<file path="src/rtl/pfa_pkg.sv">
// shared types and constants for the bitmap page frame allocator
// used by pfa_ctrl, pfa_dp and the top level; depends on nothing else
package pfa_pkg;

	localparam int MAX_FRAMES_DEF = 4096;
	localparam int PAGE_BYTES_DEF = 4096;

	localparam int ADDR_W    = 24;
	localparam int FCNT_W    = 13;
	localparam int KB_W      = 15;
	localparam int WORD_BITS = 32;
	localparam int KB_SHIFT  = 10;
	localparam int CMP_W     = 21;

	// m_tdata: alloc_address, used_kb, free_kb, padded to whole bytes
	localparam int OUT_RAW_W  = ADDR_W + 2 * KB_W;
	localparam int OUT_DATA_W = ((OUT_RAW_W + 7) / 8) * 8;

	localparam logic [FCNT_W-1:0] FCNT_RESET = 13'd4096;
	localparam logic [KB_W-1:0]   KB_MAX     = 15'h7FFF;

	localparam logic CMD_ALLOC = 1'b0;
	localparam logic CMD_FREE  = 1'b1;

	typedef enum logic [1:0] {
		ST_OK        = 2'd0,
		ST_NO_FRAME  = 2'd1,
		ST_NULL_FREE = 2'd2,
		ST_NOT_USED  = 2'd3
	} status_t;

	// controller to datapath
	typedef struct packed {
		logic    load_req;
		logic    clr_wr;
		logic    scan_start;
		logic    scan_rd;
		logic    alloc_wr;
		logic    free_rd;
		logic    free_wr;
		logic    res_load;
		status_t res_status;
	} pfa_cmd_t;

	// datapath to controller
	typedef struct packed {
		logic is_free;
		logic null_free;
		logic out_of_range;
		logic scan_more;
		logic rd_hit;
		logic bit_set;
		logic clr_last;
		logic out_busy;
	} pfa_sts_t;

endpackage

</file>
<file path="src/rtl/pfa_ctrl.sv">
// controller state machine of the page frame allocator
// sequences clear pass, bitmap scan, alloc/free update and result hand-off; uses pfa_pkg
module pfa_ctrl (
	input  logic              clk,
	input  logic              arst_n,
	input  logic              s_tvalid,
	output logic              s_tready,
	input  pfa_pkg::pfa_sts_t sts,
	output pfa_pkg::pfa_cmd_t cmd
);
	import pfa_pkg::*;

	typedef enum logic [6:0] {
		S_CLEAR    = 7'b0000001,
		S_IDLE     = 7'b0000010,
		S_DISPATCH = 7'b0000100,
		S_SCAN     = 7'b0001000,
		S_ALLOC_WR = 7'b0010000,
		S_FREE_CHK = 7'b0100000,
		S_DONE     = 7'b1000000
	} state_t;

	state_t  state_q, state_d;
	status_t status_q, status_d;

	always_comb begin
		state_d  = state_q;
		status_d = status_q;
		cmd      = '0;
		cmd.res_status = status_q;
		s_tready = 1'b0;
		case (state_q)
			S_CLEAR: begin
				cmd.clr_wr = 1'b1;
				if (sts.clr_last) state_d = S_IDLE;
			end
			S_IDLE: begin
				s_tready = 1'b1;
				if (s_tvalid) begin
					cmd.load_req = 1'b1;
					state_d      = S_DISPATCH;
				end
			end
			S_DISPATCH: begin
				if (sts.is_free) begin
					if (sts.null_free) begin
						status_d = ST_NULL_FREE;
						state_d  = S_DONE;
					end else if (sts.out_of_range) begin
						status_d = ST_NOT_USED;
						state_d  = S_DONE;
					end else begin
						cmd.free_rd = 1'b1;
						state_d     = S_FREE_CHK;
					end
				end else begin
					cmd.scan_start = 1'b1;
					state_d        = S_SCAN;
				end
			end
			S_SCAN: begin
				// read of word n+1 overlaps the check of word n
				if (sts.rd_hit) begin
					state_d = S_ALLOC_WR;
				end else if (!sts.scan_more) begin
					status_d = ST_NO_FRAME;
					state_d  = S_DONE;
				end else begin
					cmd.scan_rd = 1'b1;
				end
			end
			S_ALLOC_WR: begin
				cmd.alloc_wr = 1'b1;
				status_d     = ST_OK;
				state_d      = S_DONE;
			end
			S_FREE_CHK: begin
				if (sts.bit_set) begin
					cmd.free_wr = 1'b1;
					status_d    = ST_OK;
				end else begin
					status_d = ST_NOT_USED;
				end
				state_d = S_DONE;
			end
			S_DONE: begin
				if (!sts.out_busy) begin
					cmd.res_load = 1'b1;
					state_d      = S_IDLE;
				end
			end
			default: begin
				state_d = S_CLEAR;
			end
		endcase
	end

	always_ff @(posedge clk or negedge arst_n) begin
		if (!arst_n) begin
			state_q  <= S_CLEAR;
			status_q <= ST_OK;
		end else begin
			state_q  <= state_d;
			status_q <= status_d;
		end
	end

endmodule

</file>
<file path="config.mk">
export PLATFORM = sky130hd
export DESIGN_NAME = pfa_ctrl
export DESIGN_NICKNAME = d
export VERILOG_FILES = /design/src/rtl/pfa_pkg.sv /design/src/rtl/pfa_ctrl.sv
export SDC_FILE = /design/constraint.sdc
export NUM_CORES = 1
export LEC_CHECK = 0
export BUFFER_PORTS_ARGS = -buffer_cell sky130_fd_sc_hd__buf_2
export CAP_MARGIN = 20
export CORE_AREA = 5 5 42 44
export CTS_CLUSTER_SIZE = 24
export DETAILED_ROUTE_END_ITERATION = 16
export DIE_AREA = 0 0 47 49
export MAX_ROUTING_LAYER = met4
export PLACE_DENSITY = 0.8
export SYNTH_ARGS = -nofsm -noshare
export SYNTH_HDL_FRONTEND = slang
export SYNTH_SLANG_ARGS = --single-unit
export TNS_END_PERCENT = 100
</file>
<file path="constraint.sdc">
create_clock -name clk -period 3.3 [get_ports clk]
set_input_delay 0.33 -clock clk [delete_from_list [all_inputs] [get_ports clk]]
set_output_delay 0.33 -clock clk [all_outputs]
set_load 0.01 [all_outputs]
</file>
==> summary.txt <==
Run status
  – Status: finished clean

Die
  – Die Width: 47 um
  – Site Rows: 14
  – Area of the die: 2300 um^2
  – IO Count: 22
  – Initial Util: 40.8%
  – Core area: 1400 um^2
  – Die height: 49 um

Routing
  – Number of nets with antenna violations after routing: 0
  – Router iterations before antenna repair: 4
  – Average via count per standard cell: 5.29
  – Average routed wire per standard cell: 12.3 um
  – Final wirelength: 1250 um
  – DRC viols: 0
  – Vias: 540
  – Iter 0 DRT Violations: 6

Setup path
  – Critical Path Fanout Max: 6
  – Data arrival time of the critical path: 2010 ps
  – Critical Path Sink Type: primary output
  – Worst r2r src: state_q[2]
  – Required time of the critical path: 2970 ps
  – CP Class: reg -> out
  – Startpoint of the most critical setup path: state_q[2]
  – CP startpoint kind: flip-flop

STA
  – Clock skew: 5.80 ps
  – Setup repair after global routing missed its margin: false
  – Crit share post-route: 70.9%
  – Worst hold slack: 231 ps
  – Number of pins with negative max-slew slack in the final report: 0
  – Tmin final: 2340 ps
  – Worst Tran Pin Value: 462 ps
  – Max Fclk: 428 MHz
  – Setup-failing EPs final: 0
  – Setup WS post-layout: 961 ps
  – Slew headroom: 68.9%
  – Setup TNS: 0 ps
  – Number of hold violations in the final report: 0

Global route
  – Total track usage: 13.9%
  – Antenna violations before repair: 0
  – Maximum number of pins on one net before global-route repair: 10
  – Via count of the first global-routing pass: 531
  – First-pass GRT wire length: 2280 um
  – Global-route congestion overflow total: 0

Synthesis
  – Adder-cell area share of the yosys netlist: 0%
  – Xor-xnor portion of the synthesized cell area: 3.06%
  – Dominant combinational cell family by area after synthesis: simple AND/OR/NAND/NOR gates
  – Mapped Cells: 60
  – Average footprint of a synthesized cell: 9.53 um^2
  – Yosys warning count: 0
  – Number of distinct standard cells referenced by the synthesized netlist: 30
  – Area fraction in compound gates after synthesis: 14.0%
  – Synthesized area: 572 um^2
  – Share of Yosys cell area claimed by the top area cell type: 35.0%
  – Multiplexer area fraction after synthesis: 0%
  – Sequential cell area fraction in the yosys report: 39.6%
  – Register bit count reported by yosys: 9
  – Net Count, Synth: 71
  – Leading cell types by total area after synthesis: sky130_fd_sc_hd__dfrtp_1 35%, sky130_fd_sc_hd__nor3_1 5.3%, sky130_fd_sc_hd__dfstp_2 4.6%
  – Fraction of the mapped netlist area in simple logic gates: 41.1%
  – Cell taking the most area after synthesis: sky130_fd_sc_hd__dfrtp_1

Place
  – Post-placement worst setup slack: 1220 ps
  – Routability cong.: 0.847
  – Final HPWL from detailed placement: 1030 um
  – Count of buffers inserted at the top-level ports: 21

Cells and area
  – Diode count: 0
  – Relative area change from synthesis to final layout: 28.2%
  – Final design utilization: 52.3%
  – Fraction of layout cells with a size suffix above 1: 41.9%
  – NumNets Final: 98

CTS
  – Cell at the root of the clock tree: sky130_fd_sc_hd__clkbuf_4
  – Clock network latency to the later pin of the worst-skew pair: 250 ps
  – Num CTS Buffers: 3
  – Depth of the CTS H-tree: 1
  – CTS tree: done
  – CTS resizes: 0
  – Clock sink count: 9
  – Clock transition time at the flip-flop clock pins of the worst setup and hold paths: 60 ps
  – Clk buf depth: 2

Worst hold path
  – Min-delay src: sts[1]
  – Class of the tightest hold or removal check: in -> reg

Pwr
  – Static leakage: 0.337 nW
  – Total Power Consumption: 0.468 mW
  – Power density normalized to cell area: 639 nW/um^2
  – Largest vdd supply drop: 0.000398 V

Flow run
  – Max-capacitance violation count: 0
==> power by group <==
part | leakage (nW) | internal (mW) | switching, mW
clock network | 0.0150 | 0.0465 | 0.0365
logic | 0.207 | 0.108 | 0.103
registers | 0.116 | 0.145 | 0.0301
==> cell usage after synthesis <==
cell	number
sky130_fd_sc_hd__and2_1	3
sky130_fd_sc_hd__and3_1	1
sky130_fd_sc_hd__and3_2	1
sky130_fd_sc_hd__clkinv_2	1
sky130_fd_sc_hd__dfrtp_1	8
sky130_fd_sc_hd__dfstp_2	1
sky130_fd_sc_hd__inv_1	2
sky130_fd_sc_hd__nand2_1	4
sky130_fd_sc_hd__nand2b_1	2
sky130_fd_sc_hd__nor2_1	5
sky130_fd_sc_hd__nor2_2	1
sky130_fd_sc_hd__nor2b_1	1
sky130_fd_sc_hd__nor3_1	6
sky130_fd_sc_hd__nor3b_1	3
sky130_fd_sc_hd__nor3b_2	1
sky130_fd_sc_hd__nor4_2	2
sky130_fd_sc_hd__o21a_1	1
sky130_fd_sc_hd__o21ai_0	1
sky130_fd_sc_hd__o21ai_1	2
sky130_fd_sc_hd__o22a_2	1
sky130_fd_sc_hd__o22ai_1	1
sky130_fd_sc_hd__o22ai_2	1
sky130_fd_sc_hd__o2bb2ai_1	1
sky130_fd_sc_hd__o32a_1	2
sky130_fd_sc_hd__or2_1	1
sky130_fd_sc_hd__or2b_1	1
sky130_fd_sc_hd__or3_1	1
sky130_fd_sc_hd__or3_4	2
sky130_fd_sc_hd__or3b_4	1
sky130_fd_sc_hd__xnor2_1	2
==> metrics by stage <==
stage	std cells	area, um^2
6_report	102	733
4_1_cts	102	733
2_1_floorplan	60	572
3_3_place_gp	97	697
3_5_place_dp	97	697
5_1_grt	102	733
==> placed cells by master (no fill, tap or decap) <==
master	count
sky130_fd_sc_hd__nor2b_1	1
sky130_fd_sc_hd__xnor2_1	2
sky130_fd_sc_hd__or2_1	1
sky130_fd_sc_hd__or3b_4	1
sky130_fd_sc_hd__nand2_1	4
sky130_fd_sc_hd__and3_2	1
sky130_fd_sc_hd__o21ai_0	1
sky130_fd_sc_hd__o21a_1	1
sky130_fd_sc_hd__nor4_2	2
sky130_fd_sc_hd__or3_1	1
sky130_fd_sc_hd__and2_1	3
sky130_fd_sc_hd__o22ai_1	1
sky130_fd_sc_hd__o2bb2ai_1	1
sky130_fd_sc_hd__dfstp_2	1
sky130_fd_sc_hd__o22a_2	1
sky130_fd_sc_hd__buf_2	21
sky130_fd_sc_hd__nor2_1	5
sky130_fd_sc_hd__nor2_2	1
sky130_fd_sc_hd__clkbuf_4	3
sky130_fd_sc_hd__inv_1	2
sky130_fd_sc_hd__clkinv_2	1
sky130_fd_sc_hd__o21ai_1	2
sky130_fd_sc_hd__o32a_1	2
sky130_fd_sc_hd__or3_4	2
sky130_fd_sc_hd__clkbuf_1	1
sky130_fd_sc_hd__dlygate4sd3_1	1
sky130_fd_sc_hd__nor3_1	6
sky130_fd_sc_hd__nand2b_1	2
sky130_fd_sc_hd__nor3b_1	3
sky130_fd_sc_hd__dfrtp_1	8
sky130_fd_sc_hd__and3_1	1
sky130_fd_sc_hd__o22ai_2	1
sky130_fd_sc_hd__or2b_1	1
sky130_fd_sc_hd__nor3b_2	1
==> critical path: stages (launching register included) <==
cell                      delay (ps)
sky130_fd_sc_hd__dfrtp_1         430
sky130_fd_sc_hd__or3_4           400
sky130_fd_sc_hd__or3_4           340
sky130_fd_sc_hd__nor3b_2         300
sky130_fd_sc_hd__and2_1          170
sky130_fd_sc_hd__buf_2           120
==> path summary, 6_finish.rpt <==
check,end,cells after the start,slack (ps)
worst max-delay path,cmd[9],5,960
worst min-delay path,state_q[0],2,230
worst max register to register,status_q[0],4,1300
worst min register to register,status_q[0],1,500
max in group asynchronous,state_q[0],2,2600
min in group asynchronous,state_q[1],2,450
==> timing repair <==
| item | in CTS | in global routing |
|---|---|---|
| buffers inserted | 0 | 0 |
| hold buffers | 1 | 0 |
| endpoints found under the hold margin | 8 | 0 |
==> cells by family after synthesis <==
family,after synthesis
AOI/OAI and AO/OA,10
buffers and inverters,3
xor gates and xnor gates,2
DFF,9
and+or+nand+nor,36
==> flip-flops by register name, summed over array words and instances, names as in the netlist <==
name,count
status_q,2
state_q,7
==> cell type report <==
class / count / area, um^2
Clock buffer: 4 / 26.3
Fill cell: 142 / 668
Inverter: 3 / 12.5
Multi-Input combinational cell: 48 / 333
Sequential cell: 9 / 226
Tap cell: 16 / 20.0
Timing Repair Buffer: 22 / 115
==> layer usage <==
layer / GRT usage (%) / vias to the layer above / wire [um]
li1: - / 270 / -
met3: 3.32 / 2 / 46
met4: 6.91 / 0 / 15
met1: 17.5 / 258 / 555
met2: 20.4 / 10 / 633
met5: - / - / 0
Note: power is estimated with default switching activity, not from simulation.
